### src/blc_pkg.sv
// ---------------------------------------------------------------------------
// blc_pkg
// Shared types and constants for the battery level classifier.
// ---------------------------------------------------------------------------
`timescale 1ns / 1ps
`default_nettype none

package blc_pkg;

    // Configuration write port
    localparam int CFG_IDX_BITS  = 3;
    localparam int CFG_DATA_BITS = 16;

    // Register indexes
    localparam logic [CFG_IDX_BITS-1:0] CFG_LOW_THR   = 3'd0;
    localparam logic [CFG_IDX_BITS-1:0] CFG_CRIT_THR  = 3'd1;
    localparam logic [CFG_IDX_BITS-1:0] CFG_EMERG_THR = 3'd2;
    localparam logic [CFG_IDX_BITS-1:0] CFG_HYST      = 3'd3;
    localparam logic [CFG_IDX_BITS-1:0] CFG_PMIN      = 3'd4;
    localparam logic [CFG_IDX_BITS-1:0] CFG_PMAX      = 3'd5;

    // Register reset values and fixed widths
    localparam int HYST_BITS     = 10;
    localparam int RST_THR_BITS  = 13;
    localparam logic [RST_THR_BITS-1:0] RST_LOW_THR   = 13'd3600;
    localparam logic [RST_THR_BITS-1:0] RST_CRIT_THR  = 13'd3300;
    localparam logic [RST_THR_BITS-1:0] RST_EMERG_THR = 13'd3000;
    localparam logic [HYST_BITS-1:0]    RST_HYST      = 10'd100;
    localparam logic [RST_THR_BITS-1:0] RST_PMIN      = 13'd2500;
    localparam logic [RST_THR_BITS-1:0] RST_PMAX      = 13'd6000;

    // Energy levels, ordered from best to worst
    typedef enum logic [1:0] {
        LVL_NOMINAL   = 2'd0,
        LVL_LOW       = 2'd1,
        LVL_CRITICAL  = 2'd2,
        LVL_EMERGENCY = 2'd3
    } t_level;

    // One classification result
    typedef struct packed {
        t_level energy_level;
        logic   level_changed;
        logic   report_low;
        logic   report_critical;
        logic   report_emergency;
        logic   clear_low;
        logic   clear_critical;
        logic   clear_emergency;
        logic   read_error;
        logic   implausible;
    } t_result;

endpackage

`default_nettype wire

### src/blc_cfg_regs.sv
// ---------------------------------------------------------------------------
// blc_cfg_regs
// Threshold, hysteresis and plausibility window registers.
// ---------------------------------------------------------------------------
`timescale 1ns / 1ps
`default_nettype none

module blc_cfg_regs
    import blc_pkg::*;
#(
    parameter int VOLT_BITS = 13,
    parameter int REG_BITS  = 13
) (
    input  wire logic                     i_clk,
    input  wire logic                     i_rst_n,
    input  wire logic                     i_wr_en,
    input  wire logic [CFG_IDX_BITS-1:0]  i_wr_index,
    input  wire logic [CFG_DATA_BITS-1:0] i_wr_data,
    output logic [REG_BITS-1:0]           o_low_thr,
    output logic [REG_BITS-1:0]           o_crit_thr,
    output logic [REG_BITS-1:0]           o_emerg_thr,
    output logic [HYST_BITS-1:0]          o_hyst,
    output logic [REG_BITS-1:0]           o_pmin,
    output logic [REG_BITS-1:0]           o_pmax
);

    logic [REG_BITS-1:0] w_volt_data;

    // threshold and window writes keep only the voltage bits, zero extended
    assign w_volt_data = REG_BITS'(i_wr_data[VOLT_BITS-1:0]);

    always_ff @(posedge i_clk) begin
        if (!i_rst_n) begin
            o_low_thr   <= REG_BITS'(RST_LOW_THR);
            o_crit_thr  <= REG_BITS'(RST_CRIT_THR);
            o_emerg_thr <= REG_BITS'(RST_EMERG_THR);
            o_hyst      <= RST_HYST;
            o_pmin      <= REG_BITS'(RST_PMIN);
            o_pmax      <= REG_BITS'(RST_PMAX);
        end else if (i_wr_en) begin
            case (i_wr_index)
                CFG_LOW_THR:   o_low_thr   <= w_volt_data;
                CFG_CRIT_THR:  o_crit_thr  <= w_volt_data;
                CFG_EMERG_THR: o_emerg_thr <= w_volt_data;
                CFG_HYST:      o_hyst      <= i_wr_data[HYST_BITS-1:0];
                CFG_PMIN:      o_pmin      <= w_volt_data;
                CFG_PMAX:      o_pmax      <= w_volt_data;
                default:       ;
            endcase
        end
    end

endmodule

`default_nettype wire

### src/blc_classify.sv
// ---------------------------------------------------------------------------
// blc_classify
// Level classification with hysteresis and fault action decode.
// ---------------------------------------------------------------------------
`timescale 1ns / 1ps
`default_nettype none

module blc_classify
    import blc_pkg::*;
#(
    parameter int VOLT_BITS = 13,
    parameter int REG_BITS  = 13
) (
    input  wire logic                 i_read_ok,
    input  wire logic [VOLT_BITS-1:0] i_vbatt_mv,
    input  wire t_level               i_prev_level,
    input  wire logic [REG_BITS-1:0]  i_low_thr,
    input  wire logic [REG_BITS-1:0]  i_crit_thr,
    input  wire logic [REG_BITS-1:0]  i_emerg_thr,
    input  wire logic [HYST_BITS-1:0] i_hyst,
    input  wire logic [REG_BITS-1:0]  i_pmin,
    input  wire logic [REG_BITS-1:0]  i_pmax,
    output t_result                   o_result
);

    localparam int SUM_BITS = REG_BITS + 1;

    // v - off < thr is tested as v < thr + off, so no signed math is needed
    function automatic t_level classify(
        input logic [SUM_BITS-1:0] v,
        input logic [SUM_BITS-1:0] off,
        input logic [REG_BITS-1:0] emerg,
        input logic [REG_BITS-1:0] crit,
        input logic [REG_BITS-1:0] low
    );
        t_level lvl;
        if (v < SUM_BITS'(emerg) + off)     lvl = LVL_EMERGENCY;
        else if (v < SUM_BITS'(crit) + off) lvl = LVL_CRITICAL;
        else if (v < SUM_BITS'(low) + off)  lvl = LVL_LOW;
        else                                lvl = LVL_NOMINAL;
        return lvl;
    endfunction

    logic [SUM_BITS-1:0] w_v;
    logic [SUM_BITS-1:0] w_hyst;
    logic                w_out_window;
    t_level              w_raw;
    t_level              w_recover;
    t_level              w_next;

    assign w_v          = SUM_BITS'(i_vbatt_mv);
    assign w_hyst       = SUM_BITS'(i_hyst);
    assign w_out_window = (w_v < SUM_BITS'(i_pmin)) || (w_v > SUM_BITS'(i_pmax));
    assign w_raw        = classify(w_v, '0, i_emerg_thr, i_crit_thr, i_low_thr);
    assign w_recover    = classify(w_v, w_hyst, i_emerg_thr, i_crit_thr, i_low_thr);

    // out of window forces nominal; worse or equal is taken at once, improvement is judged with hysteresis
    always_comb begin
        if (w_out_window)               w_next = LVL_NOMINAL;
        else if (w_raw >= i_prev_level) w_next = w_raw;
        else                            w_next = w_recover;
    end

    // read error holds the level; fault actions on a level change
    always_comb begin
        o_result = '0;
        if (!i_read_ok) begin
            o_result.energy_level = i_prev_level;
            o_result.read_error   = 1'b1;
        end else begin
            o_result.energy_level = w_next;
            o_result.implausible  = w_out_window;
            if (w_next != i_prev_level) begin
                o_result.level_changed = 1'b1;
                case (w_next)
                    LVL_NOMINAL: begin
                        o_result.clear_low       = 1'b1;
                        o_result.clear_critical  = 1'b1;
                        o_result.clear_emergency = 1'b1;
                    end
                    LVL_LOW: begin
                        o_result.report_low = 1'b1;
                        if (i_prev_level > LVL_LOW) begin
                            o_result.clear_critical  = 1'b1;
                            o_result.clear_emergency = 1'b1;
                        end
                    end
                    LVL_CRITICAL: begin
                        o_result.clear_low       = 1'b1;
                        o_result.report_critical = 1'b1;
                    end
                    default: begin
                        o_result.clear_low        = 1'b1;
                        o_result.report_emergency = 1'b1;
                    end
                endcase
            end
        end
    end

endmodule

`default_nettype wire

### src/battery_level_classifier.sv
// Battery level classifier.
// Path: an accepted input transaction goes through the input register, then the classify logic
// into the result register, which drives the outputs.
// Throughput: one transaction per cycle unless the output stalls; the level feedback closes within the result stage.
// Reset: synchronous active low; level returns to nominal, registers to defaults.
// ---------------------------------------------------------------------------
// battery_level_classifier
// Top level: input stage, classifier, result stage and configuration registers.
// ---------------------------------------------------------------------------
`timescale 1ns / 1ps
`default_nettype none

module battery_level_classifier
    import blc_pkg::*;
#(
    parameter int VOLT_BITS = 13
) (
    input  wire logic                     i_clk,
    input  wire logic                     i_rst_n,
    // input channel
    input  wire logic                     i_in_valid,
    output logic                          o_in_stall,
    input  wire logic                     i_read_ok,
    input  wire logic [VOLT_BITS-1:0]     i_vbatt_mv,
    // result channel
    output logic                          o_out_valid,
    input  wire logic                     i_out_stall,
    output logic [1:0]                    o_energy_level,
    output logic                          o_level_changed,
    output logic                          o_report_low,
    output logic                          o_report_critical,
    output logic                          o_report_emergency,
    output logic                          o_clear_low,
    output logic                          o_clear_critical,
    output logic                          o_clear_emergency,
    output logic                          o_read_error,
    output logic                          o_implausible,
    // configuration channel
    input  wire logic                     i_cfg_valid,
    output logic                          o_cfg_ready,
    input  wire logic [CFG_IDX_BITS-1:0]  i_cfg_index,
    input  wire logic [CFG_DATA_BITS-1:0] i_cfg_data
);

    localparam int REG_BITS = (VOLT_BITS > RST_THR_BITS) ? VOLT_BITS : RST_THR_BITS;

    logic [REG_BITS-1:0]  w_low_thr;
    logic [REG_BITS-1:0]  w_crit_thr;
    logic [REG_BITS-1:0]  w_emerg_thr;
    logic [HYST_BITS-1:0] w_hyst;
    logic [REG_BITS-1:0]  w_pmin;
    logic [REG_BITS-1:0]  w_pmax;

    logic                 r_in_valid;
    logic                 r_read_ok;
    logic [VOLT_BITS-1:0] r_vbatt_mv;
    logic                 r_out_valid;
    t_result              r_out_result;
    t_level               r_prev_level;
    t_result              w_result;
    logic                 w_out_load;
    logic                 w_advance;

    assign o_cfg_ready = 1'b1;

    blc_cfg_regs #(
        .VOLT_BITS (VOLT_BITS),
        .REG_BITS  (REG_BITS)
    ) u_cfg_regs (
        .i_clk       (i_clk),
        .i_rst_n     (i_rst_n),
        .i_wr_en     (i_cfg_valid & o_cfg_ready),
        .i_wr_index  (i_cfg_index),
        .i_wr_data   (i_cfg_data),
        .o_low_thr   (w_low_thr),
        .o_crit_thr  (w_crit_thr),
        .o_emerg_thr (w_emerg_thr),
        .o_hyst      (w_hyst),
        .o_pmin      (w_pmin),
        .o_pmax      (w_pmax)
    );

    // handshake: result stage frees up when empty or being taken
    assign w_out_load = !r_out_valid || !i_out_stall;
    assign w_advance  = r_in_valid && w_out_load;
    assign o_in_stall = r_in_valid && !w_out_load;

    // input stage
    always_ff @(posedge i_clk) begin
        if (!i_rst_n) begin
            r_in_valid <= 1'b0;
        end else if (!o_in_stall) begin
            r_in_valid <= i_in_valid;
        end
    end

    always_ff @(posedge i_clk) begin
        if (i_in_valid && !o_in_stall) begin
            r_read_ok  <= i_read_ok;
            r_vbatt_mv <= i_vbatt_mv;
        end
    end

    blc_classify #(
        .VOLT_BITS (VOLT_BITS),
        .REG_BITS  (REG_BITS)
    ) u_classify (
        .i_read_ok    (r_read_ok),
        .i_vbatt_mv   (r_vbatt_mv),
        .i_prev_level (r_prev_level),
        .i_low_thr    (w_low_thr),
        .i_crit_thr   (w_crit_thr),
        .i_emerg_thr  (w_emerg_thr),
        .i_hyst       (w_hyst),
        .i_pmin       (w_pmin),
        .i_pmax       (w_pmax),
        .o_result     (w_result)
    );

    // result stage and level state
    always_ff @(posedge i_clk) begin
        if (!i_rst_n) begin
            r_out_valid  <= 1'b0;
            r_prev_level <= LVL_NOMINAL;
        end else begin
            if (w_out_load) begin
                r_out_valid <= r_in_valid;
            end
            if (w_advance) begin
                r_prev_level <= w_result.energy_level;
            end
        end
    end

    always_ff @(posedge i_clk) begin
        if (w_advance) begin
            r_out_result <= w_result;
        end
    end

    assign o_out_valid        = r_out_valid;
    assign o_energy_level     = r_out_result.energy_level;
    assign o_level_changed    = r_out_result.level_changed;
    assign o_report_low       = r_out_result.report_low;
    assign o_report_critical  = r_out_result.report_critical;
    assign o_report_emergency = r_out_result.report_emergency;
    assign o_clear_low        = r_out_result.clear_low;
    assign o_clear_critical   = r_out_result.clear_critical;
    assign o_clear_emergency  = r_out_result.clear_emergency;
    assign o_read_error       = r_out_result.read_error;
    assign o_implausible      = r_out_result.implausible;

endmodule

`default_nettype wire
### config.mk
export PLATFORM = sky130hd
export DESIGN_NAME = battery_level_classifier
export DESIGN_NICKNAME = d
export VERILOG_FILES = /design/src/blc_pkg.sv /design/src/blc_cfg_regs.sv /design/src/blc_classify.sv /design/src/battery_level_classifier.sv
export SDC_FILE = /design/constraint.sdc
export NUM_CORES = 1
export LEC_CHECK = 0
export BUFFER_PORTS_ARGS = -buffer_cell sky130_fd_sc_hd__buf_2
export CORE_ASPECT_RATIO = 1.1
export CORE_UTILIZATION = 40
export CTS_BUF_LIST = sky130_fd_sc_hd__clkbuf_2
export CTS_CLUSTER_SIZE = 25
export DETAILED_ROUTE_END_ITERATION = 8
export SYNTH_ARGS = -nofsm -noshare
export SYNTH_HDL_FRONTEND = slang
export SYNTH_SLANG_ARGS = --single-unit
### constraint.sdc
create_clock -name i_clk -period 10.5 [get_ports i_clk]
set_clock_uncertainty 0.15 [all_clocks]
set_input_delay 1.05 -clock i_clk [delete_from_list [all_inputs] [get_ports i_clk]]
set_output_delay 1.05 -clock i_clk [all_outputs]
set_load 0.005 [all_outputs]
== Yosys cells after proc, flatten, opt, wreduce, memory -nomap -nowiden ==
Cells that the tools add are included.

* Register bits: 104
* Bits in latches: 0
* Bits in writable memories: 0
* Memory bits (read-only): 0
* Output and inout bits: 14
* Logic and storage cells: 78
* Memories: 0

* $add $sub $neg: 3
* Multipliers: 0
* Div/mod/pow operators: 0
* Magnitude comparators: 10
* Equal/unequal tests: 8
* Shifts and indexed selects: 0
* Multiplexer cells: 17
* Bitwise operators: 0
* Reduce and logical (&&, ||, !) cells: 19

{| class="wikitable"
|+ Operators with widths
! cell !! number
|-
| less-than comparator 13 bit || 4
|-
| adder 13 x 10 -> 14 bit || 3
|-
| less-than comparator 13 x 14 -> 1 bit || 3
|-
| two-way mux 2 bit || 8
|-
| AND reduction 2 bit || 7
|-
| > comparator 13 bit || 1
|-
| two-way mux 1 bit || 7
|-
| two-way mux 7 bit || 1
|-
| equality test 3 x 2 -> 1 bit (second input constant) || 2
|-
| equality test 3 bit (second input constant) || 2
|-
| logical NOT 1 bit || 4
|-
| one-hot mux 2 bit (2 select lines) || 1
|-
| equality test 3 x 1 -> 1 bit (second input constant) || 1
|-
| logical AND 1 bit || 3
|-
| logical NOT 3 bit || 1
|-
| OR reduction 3 bit || 1
|-
| equality test 2 x 1 -> 1 bit (second input constant) || 1
|-
| equality test 2 bit (second input constant) || 1
|-
| >= comparator 2 bit || 1
|-
| > comparator 2 x 1 -> 1 bit (second input constant) || 1
|-
| logical NOT 2 bit || 1
|-
| logical OR 1 bit || 2
|-
| != test 2 bit || 1
|}

== Longest topological paths before layout ==
Gate-level depths: netlist of the first run.

* Word-level depth: 11
* Depth in mapped cells: 22

== Hierarchy ==
Synthesis of the first run repeated with hierarchy kept, for this count alone.

* Cells, all modules: 857
* Area total of the unflattened synthesis: 7851.3 sq um

{| class="wikitable"
|+ Modules (own cells, without submodules)
! module !! times used !! cells an instance !! area each (sq um) !! seq. area each (sq um)
|-
| blc_classify || 1 || 536 || 3993.8 || 0.0
|-
| blc_cfg_regs || 1 || 278 || 2925.3 || 1501.4
|-
| battery_level_classifier || 1 || 43 || 932.1 || 830.8
|}

== Worst setup path before layout of the first run ==
Ideal clock, no wire load.

* Path type: register -> register
* Start point: register u_cfg_regs.o_hyst[0]
* End point: register r_out_result (netlist bit o_clear_low), data pin
* Setup time: 0.261 ns
* Arrival: 3.844 ns
* Data required time: 10.089 ns
* Slack: 6.245 ns
* Stages on the path, launching flop included: 21
* Period minus slack after synthesis: 4.255 ns
* Cell sequence: dfxtp_1 -> ha_1 -> fa_1 -> a21o_1 -> a21oi_1 -> o21bai_1 -> a21oi_1 -> o21bai_1 -> a21oi_1 -> nor2_1 -> o31ai_1 -> xnor2_1 -> ha_1 -> a21oi_1 -> o21ai_0 -> a211oi_1 -> a211oi_4 -> a2bb2oi_2 -> nand3_1 -> o21a_1 -> o311a_1

* Longest elaborated chain between the ends: 9

{| class="wikitable"
|+ Ends and longest elaborated chain
! element !! line !! RTL
|-
| from (decl) || blc_cfg_regs.sv:22 || <nowiki>output logic [HYST_BITS-1:0] o_hyst,</nowiki>
|-
| from (signal assigned) || blc_cfg_regs.sv:45 || <nowiki>CFG_HYST: o_hyst <= i_wr_data[HYST_BITS-1:0];</nowiki>
|-
| adder 13 x 10 -> 14 bit || blc_classify.sv:39 || <nowiki>else if (v < SUM_BITS'(low) + off) lvl = LVL_LOW;</nowiki>
|-
| less-than comparator 13 x 14 -> 1 bit || blc_classify.sv:39 ||
|-
| two-way mux 1 bit || blc_classify.sv:39 ||
|-
| two-way mux 2 bit || blc_classify.sv:38 || <nowiki>else if (v < SUM_BITS'(crit) + off) lvl = LVL_CRITICAL;</nowiki>
|-
| two-way mux 2 bit (*) || blc_classify.sv:37 || <nowiki>if (v < SUM_BITS'(emerg) + off) lvl = LVL_EMERGENCY;</nowiki>
|-
| two-way mux 2 bit (*) || blc_classify.sv:60 || <nowiki>else if (w_raw >= i_prev_level) w_next = w_raw;</nowiki>
|-
| two-way mux 2 bit (*) || blc_classify.sv:59 || <nowiki>if (w_out_window) w_next = LVL_NOMINAL;</nowiki>
|-
| equality test 2 x 1 -> 1 bit / != test 2 bit (equally long branches) || blc_classify.sv:75, blc_classify.sv:73 ||
|-
| two-way mux 1 bit / AND reduction 2 bit (equally long branches) || - ||
|-
| to (signal assigned) || battery_level_classifier.sv:137 || <nowiki>r_out_result <= w_result;</nowiki>
|-
| to (decl) || battery_level_classifier.sv:58 || <nowiki>t_result r_out_result;</nowiki>
|}

Mark *: on every way between the ends. The rest lies on a longest branch, timed or not.
A chain may end at the register's enable or synchronous reset.

== Final worst setup path of the first run ==
Same ends and word-level chain as after synthesis.

==> out/results.txt, run 1 <==
Max cap viols - 0
Number of post-CTS setup repair buffers - 0
Setup CP Type - flop to flop
Startpoint types - flop
Final core utilization - 0.444
CTS tree - yes
N_diodes - 0
Endpoints failing setup - 0
Async set-reset flop share out of synthesis - 0
Dominant cell by count in the synthesized netlist - nand2_1
Seq/Total Area, Yosys - 0.305
Fill count - 1890
Final net count - 1091
Top FF cell, synth - dfxtp_1
Final worst path period need - 4.91 ns
Vias per inst - 5.18
I/O Pins - 52
DRC errors left - 0
Max Freq - 204 MHz
R2r setup slk - 5.59 ns
RSZ-0062 raised after global routing - false
YS warnings - 0
Critical Path End Type - flop
CP required - 10.80 ns
Post_cts resized - 0
CP endpoint - o_clear_low
Die Span Y - 146 microns
Initial antenna violation count - 0
Worst-Skew Late Latency - 0.66 ns
Max Root-Sink Buffers - 2
Mean routed wirelength per cell - 15.0 microns
Core area - 0.0184 sq mm
Die W - 133 microns
CTS sink cnt - 103
FF+latch count, synth - 103
Total iterations of the first detailed-routing run - 6
Cell Pwr Density - 101 mW/mm^2
Relative slew slack - 0.203
Layout cells sized above 1 - 0.0918
Fin crit share - 0.468
Critical path peak fanout - 5
HP Class - flop to flop
Top post-synthesis cells by count - nand2_1 (154), ha_1 (129), dfxtp_1 (79)
All-Layer GR Usage - 0.190
Maximum vdd ir drop - 74.7 uV
Detailed-placement wirelength estimate - 13.9 mm
Initial core utilization - 0.410
Final Max Slew Viols - 0
Clock transition at path regs - 0.28 ns
Vias in the first global route - 5722
Final hold violations - 0
Worst Path Arrival - 5.20 ns
Count of unique library cells instantiated by Yosys - 63
Non-filler cells in the finished layout - 1169
Area growth syn-to-layout - 8.26%
Launch point of the worst reg-to-reg path - u_cfg_regs.o_hyst[0]
First-pass GRT wire length - 29.2 mm
Worst-case reg-to-reg path depth - 20
Tot Pwr - 0.000822 W
CP max-delay cell - dfxtp_1
Clock root buffer - clkbuf_2
Cells after Synth - 877
RR Endpoint - o_clear_low
Synth top area share - 0.214
Port-buffer cells - 47
Post-Route WL - 17.5 mm
EDFF count, synth - 24
Die area - 0.0194 sq mm
GPL Wtd Cong - 0.830
Htree depth - 3
Num CTS Buffers - 9
Slew @ Worst Pin - 1.19 ns
Final Hold Slack - 0.334 ns
ANT nets after route - 0
Total number of vias - 6055
Total negative setup slack - 0 ns
CTS Hold Bufs - 0
Critical path origin - u_cfg_regs.o_hyst[0]
Synth area leader - ha_1
Inst Count DP - 1153
CP cell instances - ha_1, fa_1, a21o_1, a21oi_1, o21bai_1, a21oi_1, o21bai_1, a21oi_1, nor2_1, o31ai_1, xnor2_1, ha_1, a21oi_1, o21ai_0, a211oi_1, a211oi_4, a2bb2oi_2, nand3_1, o21a_1, o311a_1
Worst path most repeated cell - a21oi_1
Syn avg cell area - 8.60 sq um
Syn Nets - 1047
Lkg Pwr - 3.51 nW
Status - finished clean
Initial DRC count - 331
Synthesized area - 0.00754 sq mm
Most area-consuming cells after synthesis - ha_1 (21%), dfxtp_1 (21%), edfxtp_1 (9.6%)
Pin count of the biggest net entering global routing - 80
Site Rows - 52
Worst path max stage delay - 0.43 ns
GRT overflow - 0
==> metal layers <==
metal,part of all wire,track usage,up-vias,wire length [microns]
li1,-,-,3201,-
met4,0.016,0.0448,0,285
met3,0.032,0.0403,19,568
met5,0,0,-,0
met1,0.49,0.254,2766,8610
met2,0.46,0.313,69,8080
==> logic make-up (layout without fill, tap and decap cells) <==
group                      count (synthesis)  count (layout)  synth area share
AOI/OAI and AO/OA                        231             231             0.210
other                                      1               1          0.000497
DFF                                      103             103             0.305
xor gates and xnor gates                  31              31            0.0360
muxes                                      2               2           0.00265
buffers and inverters                    100             149            0.0532
adders and majority gates                132             132             0.222
and+or+nand+nor                          277             277             0.170
==> area by class of cell <==
type / count / area (sq um) / area share
well taps: 243 / 304 / 0.0372
flip-flops and latches: 103 / 2300 / 0.282
multi-input cells: 674 / 4850 / 0.593
clock buffers: 9 / 45.0 / 0.00551
clock inverters: 7 / 82.6 / 0.0101
repair buffers: 55 / 295 / 0.0362
inverters: 78 / 293 / 0.0358
==> how the worst min path moves through the flow <==
stage                     cells past startpoint                     to             startpoint
final                                         2   u_cfg_regs.o_pmax[2]   u_cfg_regs.o_pmax[2]
after global routing                          1          r_vbatt_mv[9]          i_vbatt_mv[9]
after CTS                                     1         r_vbatt_mv[10]         i_vbatt_mv[10]
after detailed placement                      2  u_cfg_regs.o_pmin[10]  u_cfg_regs.o_pmin[10]
after global placement                        2   u_cfg_regs.o_pmin[5]   u_cfg_regs.o_pmin[5]
after floorplan                               2  u_cfg_regs.o_pmax[11]  u_cfg_regs.o_pmax[11]
==> state kept, by name, summed over array words and instances (netlist names) <==
signal	cells
r_vbatt_mv	13
u_cfg_regs.o_crit_thr	13
u_cfg_regs.o_emerg_thr	13
u_cfg_regs.o_low_thr	13
u_cfg_regs.o_pmax	13
u_cfg_regs.o_pmin	13
u_cfg_regs.o_hyst	10
o_energy_level	2
r_prev_level	2
o_clear_critical	1
o_clear_low	1
o_implausible	1
o_level_changed	1
o_out_valid	1
o_read_error	1
o_report_critical	1
o_report_emergency	1
o_report_low	1
r_in_valid	1
r_read_ok	1
==> critical path: cells and delay by family, from the launching register on <==
family | cells | cell delay [ns]
fa+ha+maj | 3 | 0.95
xor+xnor | 1 | 0.17
simple gates | 2 | 0.18
compound gates | 14 | 2.80
flops | 1 | 0.43
==> per-stage QoR <==
step / setup WS [ns] / instance area (sq um)
floorplan: 6.24 / 7540
global placement: 5.62 / 8040
detailed placement: 5.64 / 8040
CTS: 5.57 / 8170
global route: 5.22 / 8170
finish: 5.59 / 8170
==> placed cells by master, fill, tap and decap left out, types with 18 or more instances in the layout <==
cell type	count
dfxtp_1	79
buf_2	47
xnor2_1	20
nor2_1	24
inv_1	77
o211ai_1	30
a21boi_0	44
nor2b_1	18
nand2_1	154
ha_1	129
a21oi_1	58
edfxtp_1	24
==> power by group <==
| group | switching [W] | total (W) | internal (W) | leakage (nW) |
|---|---|---|---|---|
| combinational | 0.0000993 | 0.000178 | 0.0000792 | 2.57 |
| clock | 0.000147 | 0.000205 | 0.0000579 | 0.0702 |
| sequential | 0.0000167 | 0.000439 | 0.000422 | 0.873 |
Power figures use the tool's default switching activity.
==> run 2, diff against run 1 <==
--- a/config.mk
+++ b/config.mk
@@ -5,6 +5,7 @@
 export SDC_FILE = /design/constraint.sdc
 export NUM_CORES = 1
 export LEC_CHECK = 0
+export ABC_AREA = 1
 export BUFFER_PORTS_ARGS = -buffer_cell sky130_fd_sc_hd__buf_2
 export CORE_ASPECT_RATIO = 1.1
 export CORE_UTILIZATION = 40
==> constraint.sdc (replaced) <==
create_clock -name i_clk -period 4.7 [get_ports i_clk]
set_clock_uncertainty 0.15 [all_clocks]
set_input_delay 0.47 -clock i_clk [delete_from_list [all_inputs] [get_ports i_clk]]
set_output_delay 0.47 -clock i_clk [all_outputs]
set_load 0.005 [all_outputs]
==> out/results.txt, run 2 <==
Critical path peak fanout - 6
Mean routed wirelength per cell - 14.3 microns
Top post-synthesis cells by count - nand2_1 (174), ha_1 (129), inv_1 (128)
Fin crit share - 0.870
Lkg Pwr - 4.06 nW
Most common cell after layout, fill and taps aside - nand2_1
Die W - 133 microns
Post-Route WL - 18.3 mm
Critical Path End Type - flop
Inst Count DP - 1239
Area occupied by multi-input gates - 0.00462 sq mm
Startpoint types - flop
Total number of vias - 6373
DRC errors left - 0
Seq/Total Area, Yosys - 0.306
Area growth syn-to-layout - 11.2%
Synthesized area - 0.00753 sq mm
CTS tree - yes
All-Layer GR Usage - 0.197
Clock transition at path regs - 0.30 ns
EDFF count, synth - 24
Final worst path period need - 4.09 ns
Async set-reset flop share out of synthesis - 0
Die Span Y - 146 microns
Most frequent cells in the layout - nand2_1 (174), ha_1 (129), inv_1 (128)
Worst Path Arrival - 4.34 ns
Synth area leader - ha_1
Total negative setup slack - 0 ns
Setup CP Type - flop to flop
Initial core utilization - 0.409
Core area - 0.0184 sq mm
Worst-Skew Late Latency - 0.59 ns
Final Hold Slack - 0.0933 ns
Endpoints failing setup - 0
Max Root-Sink Buffers - 2
Initial DRC count - 249
Site Rows - 52
Vias per inst - 4.96
Slew @ Worst Pin - 1.07 ns
Fill count - 1862
Dominant cell by count in the synthesized netlist - nand2_1
Final hold violations - 0
Max cap viols - 0
CTS sink cnt - 103
Maximum vdd ir drop - 155 uV
RSZ-0062 raised after global routing - false
Pin count of the biggest net entering global routing - 44
Top FF cell, synth - dfxtp_1
Relative slew slack - 0.285
Detailed-placement wirelength estimate - 14.3 mm
Htree depth - 3
Final net count - 1205
GRT overflow - 0
Synth top area share - 0.214
Syn avg cell area - 7.78 sq um
CP required - 4.95 ns
Dpl cell area - 0.00800 sq mm
Layout cells sized above 1 - 0.0981
Final Max Slew Viols - 0
Vias in the first global route - 6218
Port-buffer cells - 47
Initial antenna violation count - 1
Max Freq - 244 MHz
Non-filler cells in the finished layout - 1284
First-pass GRT wire length - 29.8 mm
Most area-consuming cells after synthesis - ha_1 (21%), dfxtp_1 (21%), edfxtp_1 (9.6%)
FF+latch count, synth - 103
Syn Nets - 1138
GPL Wtd Cong - 0.831
HP Class - input port to flop
Total iterations of the first detailed-routing run - 4
Count of unique library cells instantiated by Yosys - 41
Num CTS Buffers - 9
R2r setup slk - 0.61 ns
Die area - 0.0194 sq mm
Status - finished clean
Sequential cell area - 0.00230 sq mm
Clock root buffer - clkbuf_2
Cells after Synth - 968
Cell Pwr Density - 225 mW/mm^2
I/O Pins - 52
Final instance area - 0.00838 sq mm
YS warnings - 0
ANT nets after route - 0
run 2: cell type report:
class | instances | area share
repair buffers | 77 | 0.0633
well taps | 243 | 0.0363
multi-input cells | 707 | 0.552
inverters | 137 | 0.0614
clock inverters | 7 | 0.00672
flip-flops and latches | 103 | 0.275
clock buffers | 9 | 0.00538
diodes | 1 | 0.000299
run 2: worst max-delay path: stages (launching register included):
cell      delay [ns]
dfxtp_1         0.61
inv_1           0.14
fa_1            0.47
nand3b_1        0.17
and2_1          0.21
o221ai_2        0.21
a21o_1          0.15
a21oi_1         0.08
nor3_1          0.19
xor2_1          0.10
ha_1            0.32
nand3_1         0.10
nor3_1          0.18
nand4_2         0.17
nand2_1         0.13
nand3_2         0.10
nand4_1         0.11
nand2_2         0.06
inv_2           0.04
nand3_2         0.06
nand2_2         0.09
nor2_1          0.04
run 2: routing by layer:
layer	vias up	part of all wire	track usage
met5	-	0	0
met4	0	0.021	0.0684
met3	26	0.023	0.0237
met2	78	0.50	0.356
met1	2870	0.46	0.239
li1	3399	-	-
run 2: timing repair:
action	in CTS	in global routing
endpoints found under the hold margin	51	1
buffers inserted	0	0
hold buffers	27	1
resized for setup	0	0
run 2: per-stage QoR:
stage	util	setup WS (ns)	total power, W
global route	0.455	0.377	0.00202
finish	0.455	0.610	0.00188
detailed placement	0.434	0.654	0.00148
global placement	0.434	0.652	0.00148
floorplan	-	1.10	0.00135
CTS	0.454	0.621	0.00191
run 2: kinds of logic after synthesis:
kind of cell               after synthesis  share of synthesized area
DFF                                    103                      0.306
buffers and inverters                  158                     0.0807
and+or+nand+nor                        315                      0.184
adders and majority gates              132                      0.222
xor gates and xnor gates                33                     0.0384
other                                    1                   0.000498
AOI/OAI and AO/OA                      226                      0.169
run 2: final timing paths:
kind	start	to	cells after the start
setup / recovery	u_cfg_regs.o_hyst[1]	o_clear_critical	21
hold / removal	i_cfg_data[1]	u_cfg_regs.o_crit_thr[1]	3
setup reg to reg	u_cfg_regs.o_hyst[1]	o_clear_critical	21
hold reg to reg	u_cfg_regs.o_pmin[4]	u_cfg_regs.o_pmin[4]	2
run 2: power breakdown:
part | switching (W) | internal [W]
clock network | 0.000324 | 0.0000769
registers | 0.0000424 | 0.000950
logic | 0.000291 | 0.000199
